--- config.mk ---
export PLATFORM = sky130hd
export DESIGN_NAME = selective_repeat_receiver_top
export DESIGN_NICKNAME = d
export VERILOG_FILES = /design/src/hdl/srr_pkg.sv /design/src/hdl/srr_ctrl.sv /design/src/hdl/srr_dpath.sv /design/src/hdl/selective_repeat_receiver_top.sv
export SDC_FILE = /design/constraint.sdc
export NUM_CORES = 1
export LEC_CHECK = 0
export ABC_CLOCK_PERIOD_IN_PS = 8700
export BUFFER_PORTS_ARGS = -buffer_cell sky130_fd_sc_hd__buf_2
export CAP_MARGIN = 20
export CORE_ASPECT_RATIO = 0.75
export CORE_MARGIN = 2
export CORE_UTILIZATION = 30
export DETAILED_ROUTE_END_ITERATION = 16
export GPL_TIMING_DRIVEN = 0
export PLACE_DENSITY = 0.45
export REMOVE_ABC_BUFFERS = 1
export SYNTH_ARGS = -nofsm -noshare
export SYNTH_HDL_FRONTEND = slang
export SYNTH_SLANG_ARGS = --single-unit
--- constraint.sdc ---
create_clock -name i_clk -period 8.7 [get_ports i_clk]
set_input_delay 0.435 -clock i_clk [delete_from_list [all_inputs] [get_ports i_clk]]
set_output_delay 0.435 -clock i_clk [all_outputs]
set_load 0.01 [all_outputs]
--- src/hdl/srr_pkg.sv ---
// Shared constants, types and state encoding for the selective-repeat receiver.
`timescale 1ns / 1ps

package srr_pkg;

    localparam int SEQ_MOD     = 8;
    localparam int SEQ_W       = (SEQ_MOD > 1) ? $clog2(SEQ_MOD) : 1;
    localparam int MAX_RESULTS = 8;
    localparam int CNT_W       = $clog2(MAX_RESULTS);
    localparam int ACK_W       = 9;
    localparam int SEQ_IN_W    = 8;
    localparam int PAY_W       = 64;
    localparam int WIN_W       = 3;
    localparam int ADDR_W      = 3;
    localparam int DATA_W      = 32;

    // Register index, taken from paddr[ADDR_W-1]
    localparam logic REG_WINDOW_SIZE = 1'b0;

    localparam logic [WIN_W-1:0] WINDOW_RESET = WIN_W'(4);
    localparam logic [ACK_W-1:0] ACK_NONE     = {ACK_W{1'b1}};

    typedef enum logic [1:0] {
        ST_IDLE,
        ST_EVAL,
        ST_ACK,
        ST_DRAIN
    } t_state;

    typedef struct packed {
        logic in_ready;
        logic capture;
        logic eval;
        logic load_ack;
        logic load_dlv;
    } t_cmd;

    typedef struct packed {
        logic in_order;
        logic out_free;
        logic run_last;
    } t_status;

endpackage

--- src/hdl/srr_ctrl.sv ---
// Controller state machine: sequences capture, evaluation and the result run.
`timescale 1ns / 1ps

module srr_ctrl (
    input  logic            i_clk,
    input  logic            i_rst_n,
    input  logic            i_valid,
    input  srr_pkg::t_status i_sts,
    output srr_pkg::t_cmd    o_cmd
);

    srr_pkg::t_state r_state;
    srr_pkg::t_state n_state;

    always_ff @(posedge i_clk) begin
        if (!i_rst_n) begin
            r_state <= srr_pkg::ST_IDLE;
        end else begin
            r_state <= n_state;
        end
    end

    always_comb begin
        n_state = r_state;
        case (r_state)
            srr_pkg::ST_IDLE: begin
                if (i_valid) begin
                    n_state = srr_pkg::ST_EVAL;
                end
            end
            srr_pkg::ST_EVAL: begin
                n_state = i_sts.in_order ? srr_pkg::ST_DRAIN : srr_pkg::ST_ACK;
            end
            srr_pkg::ST_ACK: begin
                if (i_sts.out_free) begin
                    n_state = srr_pkg::ST_IDLE;
                end
            end
            srr_pkg::ST_DRAIN: begin
                if (i_sts.out_free && i_sts.run_last) begin
                    n_state = srr_pkg::ST_IDLE;
                end
            end
            default: begin
                n_state = srr_pkg::ST_IDLE;
            end
        endcase
    end

    always_comb begin
        o_cmd = '0;
        case (r_state)
            srr_pkg::ST_IDLE: begin
                o_cmd.in_ready = 1'b1;
                o_cmd.capture  = i_valid;
            end
            srr_pkg::ST_EVAL: begin
                o_cmd.eval = 1'b1;
            end
            srr_pkg::ST_ACK: begin
                o_cmd.load_ack = i_sts.out_free;
            end
            srr_pkg::ST_DRAIN: begin
                o_cmd.load_dlv = i_sts.out_free;
            end
            default: begin
                o_cmd = '0;
            end
        endcase
    end

endmodule

--- src/hdl/srr_dpath.sv ---
// Datapath: packet capture, slot buffer, sequence state and output register.
`timescale 1ns / 1ps

module srr_dpath (
    input  logic                                 i_clk,
    input  logic                                 i_rst_n,
    input  srr_pkg::t_cmd                        i_cmd,
    output srr_pkg::t_status                     o_sts,
    input  logic [srr_pkg::SEQ_IN_W-1:0]         i_seq_num,
    input  logic                                 i_checksum_good,
    input  logic [srr_pkg::PAY_W-1:0]            i_payload_word,
    input  logic                                 i_win_we,
    input  logic [srr_pkg::WIN_W-1:0]            i_win_data,
    output logic [srr_pkg::WIN_W-1:0]            o_window_size,
    input  logic                                 i_ready,
    output logic                                 o_valid,
    output logic                                 o_deliver_valid,
    output logic [srr_pkg::PAY_W-1:0]            o_delivered_payload,
    output logic signed [srr_pkg::ACK_W-1:0]     o_ack_number,
    output logic                                 o_last_of_run
);

    localparam int CW = srr_pkg::ACK_W;  // width for mixed-range compares

    logic [srr_pkg::SEQ_IN_W-1:0] r_seq;
    logic                         r_good;
    logic [srr_pkg::PAY_W-1:0]    r_pay;
    logic [srr_pkg::SEQ_W-1:0]    r_exp;
    logic [srr_pkg::ACK_W-1:0]    r_last_ack;
    logic [srr_pkg::SEQ_MOD-1:0]  r_slot_valid;
    logic [srr_pkg::PAY_W-1:0]    r_slot_pay [srr_pkg::SEQ_MOD];
    logic [srr_pkg::WIN_W-1:0]    r_window;
    logic [srr_pkg::CNT_W-1:0]    r_cnt;

    logic                         r_out_valid;
    logic                         r_dv;
    logic [srr_pkg::PAY_W-1:0]    r_dpay;
    logic [srr_pkg::ACK_W-1:0]    r_ack;
    logic                         r_last;

    logic [srr_pkg::SEQ_W-1:0]    seq_idx;
    logic                         in_range;
    logic                         in_order;
    logic [CW-1:0]                ahead;
    logic [CW-1:0]                win_eff;
    logic                         store;
    logic [srr_pkg::SEQ_W-1:0]    exp_next;
    logic                         run_last;
    logic                         out_free;

    assign seq_idx  = r_seq[srr_pkg::SEQ_W-1:0];
    assign in_range = CW'(r_seq) < CW'(srr_pkg::SEQ_MOD);
    assign in_order = r_good && in_range && (seq_idx == r_exp);

    // Distance ahead of the expected number, wrapping modulo SEQ_MOD
    always_comb begin
        if (seq_idx >= r_exp) begin
            ahead = CW'(seq_idx) - CW'(r_exp);
        end else begin
            ahead = CW'(seq_idx) + CW'(srr_pkg::SEQ_MOD) - CW'(r_exp);
        end
        if (CW'(r_window) > CW'(srr_pkg::SEQ_MOD - 1)) begin
            win_eff = CW'(srr_pkg::SEQ_MOD - 1);
        end else begin
            win_eff = CW'(r_window);
        end
    end

    assign store = r_good && in_range && (in_order || (ahead < win_eff))
                   && !r_slot_valid[seq_idx];

    assign exp_next = (r_exp == srr_pkg::SEQ_W'(srr_pkg::SEQ_MOD - 1))
                      ? '0 : r_exp + 1'b1;
    assign run_last = (r_cnt == srr_pkg::CNT_W'(srr_pkg::MAX_RESULTS - 1))
                      || !r_slot_valid[exp_next];
    assign out_free = !r_out_valid || i_ready;

    always_comb begin
        o_sts.in_order = in_order;
        o_sts.out_free = out_free;
        o_sts.run_last = run_last;
    end

    // Captured packet
    always_ff @(posedge i_clk) begin
        if (i_cmd.capture) begin
            r_seq  <= i_seq_num;
            r_good <= i_checksum_good;
            r_pay  <= i_payload_word;
        end
    end

    // Slot payload store; occupied slots are never overwritten
    always_ff @(posedge i_clk) begin
        if (i_cmd.eval && store) begin
            r_slot_pay[seq_idx] <= r_pay;
        end
        if (i_cmd.load_ack) begin
            r_dpay <= '0;
        end else if (i_cmd.load_dlv) begin
            r_dpay <= r_slot_pay[r_exp];
        end
    end

    always_ff @(posedge i_clk) begin
        if (!i_rst_n) begin
            r_exp        <= '0;
            r_last_ack   <= srr_pkg::ACK_NONE;
            r_slot_valid <= '0;
            r_window     <= srr_pkg::WINDOW_RESET;
            r_cnt        <= '0;
        end else begin
            if (i_win_we) begin
                r_window <= i_win_data;
            end
            if (i_cmd.eval) begin
                r_cnt <= '0;
                if (store) begin
                    r_slot_valid[seq_idx] <= 1'b1;
                end
            end else if (i_cmd.load_dlv) begin
                // Deliver the head slot and advance
                r_slot_valid[r_exp] <= 1'b0;
                r_exp               <= exp_next;
                r_last_ack          <= srr_pkg::ACK_W'(r_exp);
                r_cnt               <= r_cnt + 1'b1;
            end
        end
    end

    // Output register
    always_ff @(posedge i_clk) begin
        if (!i_rst_n) begin
            r_out_valid <= 1'b0;
        end else if (i_cmd.load_ack || i_cmd.load_dlv) begin
            r_out_valid <= 1'b1;
        end else if (i_ready) begin
            r_out_valid <= 1'b0;
        end
    end

    always_ff @(posedge i_clk) begin
        if (i_cmd.load_ack) begin
            r_dv   <= 1'b0;
            r_ack  <= r_last_ack;
            r_last <= 1'b1;
        end else if (i_cmd.load_dlv) begin
            r_dv   <= 1'b1;
            r_ack  <= srr_pkg::ACK_W'(r_exp);
            r_last <= run_last;
        end
    end

    assign o_window_size       = r_window;
    assign o_valid             = r_out_valid;
    assign o_deliver_valid     = r_dv;
    assign o_delivered_payload = r_dpay;
    assign o_ack_number        = r_ack;
    assign o_last_of_run       = r_last;

endmodule

--- src/hdl/selective_repeat_receiver_top.sv ---
// Top level of the selective-repeat receiver: APB register port and block wiring.
`timescale 1ns / 1ps

// One packet beat is taken in the idle state, evaluated in the next cycle
// (slot write, window check), then its results leave through a single output
// register. A corrupted, out-of-order or out-of-range packet gives one result
// that repeats the last ack, so such a packet passes through the evaluate and
// ack states before the block is idle again. An in-order packet drains its run
// of consecutive buffered slots, one delivery per cycle from the slot buffer
// while the output is free, at most eight per packet. Back-pressure on the
// output holds the block in its ack or drain state. The next packet is
// accepted once the last result of a run is in the output register, even if
// it has not yet been taken. The window_size register (byte address 0) may be
// written only while the block is idle; slot valid bits clear at reset.
module selective_repeat_receiver_top (
    input  logic                                 i_clk,
    input  logic                                 i_rst_n,
    // packet input
    input  logic                                 i_valid,
    output logic                                 o_ready,
    input  logic [srr_pkg::SEQ_IN_W-1:0]         i_seq_num,
    input  logic                                 i_checksum_good,
    input  logic [srr_pkg::PAY_W-1:0]            i_payload_word,
    // result output
    output logic                                 o_valid,
    input  logic                                 i_ready,
    output logic                                 o_deliver_valid,
    output logic [srr_pkg::PAY_W-1:0]            o_delivered_payload,
    output logic signed [srr_pkg::ACK_W-1:0]     o_ack_number,
    output logic                                 o_last_of_run,
    // register port
    input  logic                                 psel,
    input  logic                                 penable,
    input  logic                                 pwrite,
    input  logic [srr_pkg::ADDR_W-1:0]           paddr,
    input  logic [srr_pkg::DATA_W-1:0]           pwdata,
    output logic [srr_pkg::DATA_W-1:0]           prdata,
    output logic                                 pready
);

    srr_pkg::t_cmd              cmd;
    srr_pkg::t_status           sts;
    logic                       win_we;
    logic [srr_pkg::WIN_W-1:0]  window_size;
    logic                       sel_window;

    assign pready     = 1'b1;
    assign sel_window = (paddr[srr_pkg::ADDR_W-1] == srr_pkg::REG_WINDOW_SIZE);
    assign win_we     = psel && penable && pwrite && pready && sel_window;
    assign prdata     = sel_window ? srr_pkg::DATA_W'(window_size) : '0;
    assign o_ready    = cmd.in_ready;

    srr_ctrl u_ctrl (
        .i_clk   (i_clk),
        .i_rst_n (i_rst_n),
        .i_valid (i_valid),
        .i_sts   (sts),
        .o_cmd   (cmd)
    );

    srr_dpath u_dpath (
        .i_clk               (i_clk),
        .i_rst_n             (i_rst_n),
        .i_cmd               (cmd),
        .o_sts               (sts),
        .i_seq_num           (i_seq_num),
        .i_checksum_good     (i_checksum_good),
        .i_payload_word      (i_payload_word),
        .i_win_we            (win_we),
        .i_win_data          (pwdata[srr_pkg::WIN_W-1:0]),
        .o_window_size       (window_size),
        .i_ready             (i_ready),
        .o_valid             (o_valid),
        .o_deliver_valid     (o_deliver_valid),
        .o_delivered_payload (o_delivered_payload),
        .o_ack_number        (o_ack_number),
        .o_last_of_run       (o_last_of_run)
    );

endmodule

Yosys cells after proc, flatten, opt, wreduce, memory -nomap -nowiden
Memories as Yosys holds them, arrays and structs flattened. A register that Yosys moved wholly into a read port is not among the register bits.
Cells that the tools add are included.
{"block": "op_classes", "n_bitwise": 6, "n_mux": 29, "n_eq_ne": 10, "n_lt_le_gt_ge": 8, "add_sub_neg": 5, "n_reduce_logical": 26}
{"cell": "2-to-1 mux 9 bit", "count": 3}
{"cell": "2-to-1 mux 8 bit", "count": 3}
{"cell": "< comparator 3 x 4 -> 1 bit (second input constant)", "count": 3}
{"cell": "2-to-1 mux 1 bit", "count": 12}
{"cell": "logical AND 1 bit", "count": 11}
{"cell": "< comparator 9 x 3 -> 1 bit", "count": 1}
{"cell": "subtractor 9 x 3 -> 9 bit", "count": 1}
{"cell": "AND 8 bit", "count": 1}
{"cell": "< comparator 8 x 4 -> 1 bit (second input constant)", "count": 1}
{"cell": "2-to-1 mux 2 bit", "count": 4}
{"cell": "inverter 8 bit", "count": 1}
{"cell": "OR 8 bit", "count": 1}
{"cell": "one-hot mux 2 bit (4 select lines)", "count": 1}
{"cell": "adder 3 x 1 -> 3 bit (second input constant)", "count": 2}
{"cell": "binary-select mux 1 bit (select 3 bit)", "count": 2}
{"cell": "demux 1 bit (select 3 bit)", "count": 2}
{"cell": "== test 3 bit (second input constant)", "count": 2}
{"cell": "greater-or-equal comparator 3 x 1 -> 1 bit (second input constant)", "count": 2}
{"cell": "2-to-1 mux 3 bit", "count": 2}
{"cell": "inequality test 2 bit (second input constant)", "count": 3}
{"cell": "nonzero test 2 bit", "count": 3}
{"cell": "adder 3 x 4 -> 5 bit (second input constant)", "count": 1}
{"cell": "== test 2 bit (second input constant)", "count": 2}
{"cell": "logical OR 1 bit", "count": 4}
{"cell": "11 further kinds", "count": 16}
{"block": "totals", "mem_bits_rw": 512, "inputBits": 115, "memories": 1, "output_inout_bits": 110, "reg_bits": 113, "wordCells": 98}
{"memory": "u_dpath.r_slot_pay", "depth": 8, "word_bits": 64, "rd": 1, "rd_clocked_by_memory_dff": 1, "write_ports": 1, "line": "srr_dpath.sv:31", "rtl": "logic [srr_pkg::PAY_W-1:0] r_slot_pay [srr_pkg::SEQ_MOD];"}

Depth between registers and ports, before layout
Gate-level depths: netlist of run 1.
{"block": "logic_depth", "word_depth": 10, "depth_mapped": 15, "depth_no_buf": 12}

Modules after synthesis
From an unflattened synthesis of run 1, not the netlist that was laid out.
{"block": "unflattened", "hier_cells": 1531, "area_unflattened_um2": 25798.5}
{"mod": "srr_dpath", "seq_area_each_um2": 19448.7, "instances": 1, "area_per_inst_um2": 25404.4, "cells_each": 1480}
{"mod": "selective_repeat_receiver_top", "seq_area_each_um2": 0.0, "instances": 1, "area_per_inst_um2": 269.0, "cells_each": 36}
{"mod": "srr_ctrl", "seq_area_each_um2": 40.0, "instances": 1, "area_per_inst_um2": 125.1, "cells_each": 15}

Least setup slack after synthesis of run 1
OpenSTA, ideal clock, no wires.
{"block": "synth_path", "path_type": "reg-to-reg", "start": "register u_dpath.r_exp[1] (netlist name)", "end": "memory u_dpath.r_slot_pay[3][0] (netlist name), enable pin", "path_slack_ns": 2.476, "path_buffers": 5, "period_less_slack_ns": 6.224, "required_time_ns": 8.213, "setup_time_ns": 0.487, "path_stages_with_launch": 16, "arrival_ns": 5.738, "path_cell_list": "dfxtp_1 > clkbuf_1 > buf_2 > inv_1 > clkbuf_1 > buf_2 > fa_1 > inv_1 > fa_1 > inv_1 > ha_1 > nor3b_1 > a21boi_0 > or3_1 > buf_6 > nor2_1"}
{"block": "synth_between", "elab_chain_cells": 9, "word_cells_on_any_way": 13, "classes_between": "2 x add/sub; 2 x order compare; 1 x eq/ne; 3 x mux; 5 x reduce/logical"}
{"element": "start: declaration", "line": "srr_dpath.sv:28", "rtl": "logic [srr_pkg::SEQ_W-1:0] r_exp;"}
{"element": "start signal: assignment", "line": "srr_dpath.sv:124", "rtl": "r_exp <= exp_next;"}
{"element": "subtractor 9 x 3 -> 9 bit, or another cell as far along", "line": "srr_dpath.sv:60", "rtl": "ahead = CW'(seq_idx) + CW'(srr_pkg::SEQ_MOD) - CW'(r_exp);"}
{"element": "2-to-1 mux 9 bit", "line": "srr_dpath.sv:57", "rtl": "if (seq_idx >= r_exp) begin"}
{"element": "< comparator 9 x 3 -> 1 bit", "line": "srr_dpath.sv:69", "rtl": "assign store = r_good && in_range && (in_order || (ahead < win_eff))"}
{"element": "logical OR 1 bit (*)", "line": "srr_dpath.sv:69"}
{"element": "logical AND 1 bit (*)", "line": "srr_dpath.sv:69"}
{"element": "logical AND 1 bit (*)", "line": "srr_dpath.sv:70", "rtl": "&& !r_slot_valid[seq_idx];"}
{"element": "logical AND 1 bit (*)", "line": "srr_dpath.sv:95", "rtl": "if (i_cmd.eval && store) begin"}
{"element": "2-to-1 mux 1 bit (*)", "line": "srr_dpath.sv:95"}
{"element": "2-to-1 mux 1 bit (implied by the code) (*)", "line": "srr_dpath.sv:96", "rtl": "r_slot_pay[seq_idx] <= r_pay;"}
{"element": "end: declaration", "line": "srr_dpath.sv:31"}
Every way passes the cells marked *; elsewhere a longest branch is shown, timed or not.

Worst setup path in the final report of run 1
{"block": "layout_path", "start": "register u_dpath.r_exp[2] (netlist name)", "end": "memory u_dpath.r_slot_pay[4][15] (netlist name), enable pin"}
Same word-level chain as after synthesis.

==> reports/results.ini, run 1 <==
[job]
maxCapViolations = 0

[status]
outcome = finished, final reports clean

[die]
pin_count = 225
die-area_um2 = 86900
die-height_um = 256
die_x_um = 340
row_count = 92
coreArea_um2 = 83900
start_util_pct = 30.2

[setup_path]
endpoint_kind = register
required_ns = 9.01
crit_path_start_kind = register
critical_path_class = reg -> reg
path_max_fanout = 46
arrival_ns = 5.61

[logic_synthesis]
synth.area.top_cells = edfxtp_1 70%, dfxtp_1 7.1%, mux4_2 3.9%
synth_top_family_by_area = multiplexers
synthSimpleGateAreaFrac_pct = 3.62
synth_compound_area_share_pct = 7.69
netlist_area_um2 = 25400
yosys.area.top_type = edfxtp_1
yosysSeqAreaShare_pct = 76.9
synthesis.instances = 1440
synth-seq-cells = 679
synth_edf_count = 589
syn_avg_cell_area_um2 = 17.6
synthDistinctLibCells = 54
synth_xor_area_share_pct = 0.0345
yosys_warnings = 0
synth_top_area_share_pct = 69.8
synthMuxAreaShare_pct = 8.43
synth_adder_area_share_pct = 0.651
async_flop_share_pct = 0
synth_ff_type = edfxtp_1

[cts]
ctsLongestPathBuffers = 3
cts_inserted_buffers = 74
cts_tree = built
cts_max_level = 3
clk_latency_ns = 0.61
cts_resized = 0
clock-sinks = 679
cts-root-buf = clkbuf_16
path_clk_slew_ns = 0.06

[sta]
rsz0062_at_grt = no
relSlewSlack_pct = 31.1
setup_ws_ns = 3.39
worstMarginPinSlew_ns = 1.03
finalHoldViolCount = 0
finalClockSkew_ns = 0.0186
period_share_pct = 61.0
max_freq_mhz = 188
period_needed_ns = 5.31
slew_viol_final = 0
setup_viol = 0

[place]
hpwl_um = 41100
place_ws_ns = 3.33
io_buffer_count = 163
gp_congestion = 0.711

[global_routing]
track_usage_pct = 15.1
grt_start_max_net_pins = 59
grt_pass1_wl_um = 96900
grt_antenna_before_repair = 2
overflow = 0
grt_pass1_vias = 14100

[final_layout]
nets = 1832
syn_to_final_growth_pct = 23.8
fillers = 7764
drive_gt1_share_pct = 26.5
multi_input_area_um2 = 5390
final_util_pct = 37.4
antenna_cells = 0
final-seq-area_um2 = 19500

[drt]
via_count = 13700
drt-vias-per-instance = 4.75
dr.pass1.iters = 7
drt_iter0_markers = 1006
wl_um = 65900
wl_per_cell_um = 22.8
antenna_left = 0
drc = 0

[power_and_ir_drop]
p_per_area_nw_per_um2 = 249
ir_drop_mv = 0.138
p_leak_nw = 10.8

[worst_hold_path]
hold_path.class = in -> reg

## flip-flops by register name (all words and copies together) (netlist names)
name / flops
u_dpath.r_pay: 64
u_dpath.r_exp: 3
u_dpath.r_good: 1
u_dpath.o_delivered_payload: 64
u_dpath.r_cnt: 3
u_dpath.r_slot_pay: 512
u_dpath.o_ack_number: 4
u_dpath.r_last_ack: 4
u_ctrl.r_state: 2
u_dpath.o_window_size: 3
u_dpath.o_deliver_valid: 1
u_dpath.o_valid: 1
u_dpath.r_seq: 8
u_dpath.o_last_of_run: 1
u_dpath.r_slot_valid: 8
## power by group
group | switching [mW] | internal [mW]
Combinational | 0.414 | 0.269
Clock | 1.26 | 1.87
Sequential | 0.177 | 3.82
## cells in the mapped netlist, drive strengths merged (2+ instances only)
cell type and number:
a22o 19, a222oi 5, inv 14, nor4 6, dfxtp 90, edfxtp 589, a21boi 7, a22oi 20
a32oi 3, o221ai 3, o21ai 60, a221oi 82, clkbuf 52, nand2b 4, mux2i 46, a21o 4
fa 2, nor3b 2, nor2b 12, a21oi 14, mux2 61, and3 2, and2 4, o211ai 5
nor3 10, conb 2, nand2 107, o2bb2ai 3, nor2 44, nand3 2, ha 10, a221o 15
buf 68, o22ai 15, mux4 44
## cell usage in the layout (no fill, tap or decap), types with 21 or more instances in the layout
cell type,synthesis,layout
dfxtp_1,90,87
mux4_2,44,44
a221oi_1,82,82
buf_16,0,26
conb_1,2,30
mux2_2,61,61
o21ai_0,60,60
clkbuf_16,0,78
mux2i_1,46,46
edfxtp_1,589,589
clkbuf_1,52,21
dlygate4sd3_1,0,55
nor2_1,44,39
nand2_1,107,105
buf_2,17,163
## layer usage
layer  global-route usage, %  vias up  routed length [µm]
met3                    3.33       92                3380
met4                    3.95        0                1260
li1                        -     6219                   -
met5                       0        -                   0
met1                    21.0     7106               30800
met2                    23.8      310               30500
## logic make-up after synthesis
group,Yosys count
DFF,679
and+or+nand+nor,199
AOI/OAI and AO/OA,261
adders and majority gates,12
buffers and inverters,135
xor gates and xnor gates,1
muxes,151
other,2
## layout make-up
cell class | count | share of cell area [%]
clock buffers | 108 | 6.86
flip-flops and latches | 679 | 62.1
well taps | 1128 | 4.50
multi-input cells | 654 | 17.2
inverters | 15 | 0.183
clock inverters | 27 | 0.881
repair buffers | 281 | 8.29
## what timing repair did
item	4_1_cts	5_1_grt
endpoints found under the setup margin	0	0
endpoints found under the hold margin	55	0
hold buffers	55	0
setup buffers	0	0
## final timing paths
kind / slack, ns / cells past startpoint / to / start
worst max-delay path: 3.39 / 14 / u_dpath.r_slot_pay[4][15] / u_dpath.r_exp[2]
worst min-delay path: 0.03 / 1 / u_dpath.r_pay[35] / i_payload_word[35]
worst max register to register: 3.39 / 14 / u_dpath.r_slot_pay[4][15] / u_dpath.r_exp[2]
worst min register to register: 0.43 / 2 / u_dpath.o_delivered_payload[24] / u_dpath.o_delivered_payload[24]
## critical path, stage by stage, from the launching register on
cell and delay (ns):
dfxtp_4 0.79, buf_16 0.33, inv_2 0.24, buf_12 0.24, ha_1 0.34, nand3_1 0.13
nand2_1 0.07, ha_1 0.26, nor3b_1 0.15, a21boi_0 0.16, or3_1 0.71, nor3_4 0.85
buf_16 0.24, buf_16 0.17, buf_8 0.19
## through the flow
step | total power [mW] | instance area, µm² | instances | hold WS (ns) | setup TNS (ns)
2_1_floorplan | 4.35 | 24800 | 1348 | 0.414 | -104.49
3_3_place_gp | 4.73 | 27100 | 2639 | 0.425 | -4429.38
3_5_place_dp | 4.75 | 28400 | 2702 | 0.430 | 0
4_1_cts | 7.92 | 31400 | 2892 | 0.00898 | 0
5_1_grt | 8.13 | 31400 | 2892 | 0.0112 | 0
6_report | 7.81 | 31400 | 2892 | 0.0296 | 0
(Power assumes the default switching activity.)
==> inputs of run 2 (changes only) <==
--- a/config.mk
+++ b/config.mk
@@ -5,7 +5,7 @@
 export SDC_FILE = /design/constraint.sdc
 export NUM_CORES = 1
 export LEC_CHECK = 0
-export ABC_CLOCK_PERIOD_IN_PS = 8700
+export ABC_CLOCK_PERIOD_IN_PS = 5050
 export BUFFER_PORTS_ARGS = -buffer_cell sky130_fd_sc_hd__buf_2
 export CAP_MARGIN = 20
 export CORE_ASPECT_RATIO = 0.75
==> constraint.sdc (replaced) <==
create_clock -name i_clk -period 5.05 [get_ports i_clk]
set_input_delay 0.2525 -clock i_clk [delete_from_list [all_inputs] [get_ports i_clk]]
set_output_delay 0.2525 -clock i_clk [all_outputs]
set_load 0.01 [all_outputs]
==> reports/results.ini, run 2 (synthesis results as in run 1) <==
[status]
outcome = finished, final reports clean

[final_layout]
final_util_pct = 37.9  ; +0.46 points
final-seq-area_um2 = 19500  ; unchanged
finalNonFillerCells = 2930  ; +1.3%
multi_input_area_um2 = 5390  ; about the same
final_cell_mix = 589 x edfxtp_1, 163 x buf_2, 105 x nand2_1
drive_gt1_share_pct = 26.9  ; +0.38 points
postLayoutCellArea_um2 = 31800  ; +1.2%
top_register = u_dpath.r_slot_pay
fillers = 7752  ; -0.15%
antenna_cells = 0  ; unchanged
syn_to_final_growth_pct = 25.3
nets = 1870  ; +2.1%
largest_reg_flops = 512  ; unchanged
layout.cells.most_common = edfxtp_1

[die]
die-height_um = 256  ; unchanged
row_count = 92  ; unchanged
coreArea_um2 = 83900  ; unchanged
pin_count = 225  ; unchanged
die-area_um2 = 86900  ; unchanged
die_x_um = 340  ; unchanged
start_util_pct = 30.2  ; unchanged

[place]
placed_cells = 2702  ; unchanged
hpwl_um = 41100  ; unchanged
gp_congestion = 0.711  ; unchanged
io_buffer_count = 163  ; unchanged
placed_area_um2 = 28400  ; unchanged

[sta]
worstMarginPinSlew_ns = 1.04  ; +0.00554 ns
period_needed_ns = 4.64  ; -0.663 ns
rsz0062_at_grt = no
max_freq_mhz = 215  ; +14%
setup_viol = 0  ; unchanged
slew_viol_final = 0  ; unchanged
relSlewSlack_pct = 30.7  ; -0.37 points
period_share_pct = 92.0  ; +31 points
finalClockSkew_ns = 0.0173  ; -0.00135 ns
finalHoldViolCount = 0  ; unchanged

[drt]
wl_per_cell_um = 22.7  ; -0.20%
dr.pass1.iters = 7  ; unchanged
wl_um = 66600  ; +1.1%
via_count = 13900  ; +1.1%
drt_iter0_markers = 981  ; -2.5%
antenna_left = 0  ; unchanged
drt-vias-per-instance = 4.73  ; -0.25%
drc = 0  ; unchanged

[setup_path]
required_ns = 5.36  ; -3.65 ns
r2r_slack_ns = 0.41  ; -2.99 ns
slowest_stage = or3_4
endpoint_kind = register
arrival_ns = 4.95  ; -0.66 ns
r2r-start = u_dpath.r_exp[1]
slowest_delay_ns = 0.54  ; -0.31 ns
critical_path_class = reg -> reg
reg2reg_to = u_dpath.r_slot_pay[1][15]
worstPathCellList = buf_16 -> inv_2 -> buf_12 -> fa_1 -> inv_1 -> fa_1 -> inv_1 -> ha_1 -> o21ai_0 -> a21boi_0 -> or3_4 -> nor4_4 -> buf_4 -> buf_6 -> buf_6 -> buf_6
cp_common_cell = buf_6
cp_num_buf_inv = 9  ; +3
worstRegToRegCells = 16  ; +2
path_delay_family = buffers and inverters
path_max_fanout = 46  ; unchanged
crit_path_start_kind = register

[cts]
path_clk_slew_ns = 0.06  ; about the same
ctsLongestPathBuffers = 3  ; unchanged
cts_tree = built
cts_max_level = 3  ; unchanged
cts-root-buf = clkbuf_16
cts_inserted_buffers = 74  ; unchanged
clock-sinks = 679  ; unchanged
clk_latency_ns = 0.61  ; about the same

[worst_hold_path]
worst_hold_path.endpoint = u_dpath.o_last_of_run
worstHoldPathCells = 3  ; +2
hold_path.class = in -> reg
worstHoldStart = i_ready

[global_routing]
overflow = 0  ; unchanged
track_usage_pct = 15.2  ; +0.099 points
grt_start_max_net_pins = 59  ; unchanged
grt_antenna_before_repair = 1  ; -1
grt_pass1_wl_um = 97500  ; +0.63%
grt_pass1_vias = 14200  ; +0.83%

[power_and_ir_drop]
p_per_area_nw_per_um2 = 424  ; +70%
power.total_mw = 13.5  ; +72%
ir_drop_mv = 0.238  ; +72%
p_leak_nw = 11.0  ; +1.8%

[job]
maxCapViolations = 0  ; unchanged

==> run 2: tightest hold or removal path, stage by stage <==
cell	delay, ns
buf_2	0.07
nand2b_1	0.18
a21oi_1	0.08
==> run 2: worst max path at each step <==
stage                      from                   endpoint  slack (ns)  cells after the start
3_5_place_dp   u_dpath.r_exp[2]  u_dpath.r_slot_pay[4][15]       -0.32                     14
6_report       u_dpath.r_exp[1]  u_dpath.r_slot_pay[1][15]        0.41                     16
4_1_cts        u_dpath.r_exp[2]  u_dpath.r_slot_pay[1][51]        0.11                     15
2_1_floorplan  u_dpath.r_exp[1]   u_dpath.r_slot_pay[3][0]       -4.13                     10
5_1_grt        u_dpath.r_exp[1]  u_dpath.r_slot_pay[1][15]        0.16                     16
3_3_place_gp   u_dpath.r_exp[1]  u_dpath.r_slot_pay[3][59]      -12.80                     10
==> run 2: power by group <==
part / total (mW) / internal [mW] / switching, mW
sequential: 6.89 / 6.58 / 0.304
clock: 5.39 / 3.22 / 2.17
combinational: 1.19 / 0.474 / 0.717
==> run 2: cell type report <==
class | instances | area share (%)
clock buffers | 108 | 6.78
clock inverters | 27 | 0.870
inverters | 15 | 0.181
multi-input cells | 654 | 17.0
flip-flops and latches | 679 | 61.4
well taps | 1128 | 4.44
repair buffers | 319 | 9.38
==> run 2: stage by stage <==
stage	hold slack [ns]	TNS, ns	setup WS, ns
floorplan	0.314	-1984.03	-4.13
global placement	0.425	-6596.72	-12.80
detailed placement	0.430	-14.62	-0.318
CTS	0.00231	0	0.107
global route	0.0476	0	0.163
finish	0.0351	0	0.406
==> run 2: timing repair <==
action	CTS	global route
hold buffers	77	0
gates resized for setup	0	2
setup buffers	15	1
endpoints found under the setup margin	124	27
pin swaps	7	0
hold endpoints to repair	77	0
cloned	0	0
==> run 2: layer usage <==
layer	track usage [%]	routed length [µm]
met5	0	0
met4	4.11	1340
met3	3.36	3490
met2	23.9	30800
met1	21.1	31000
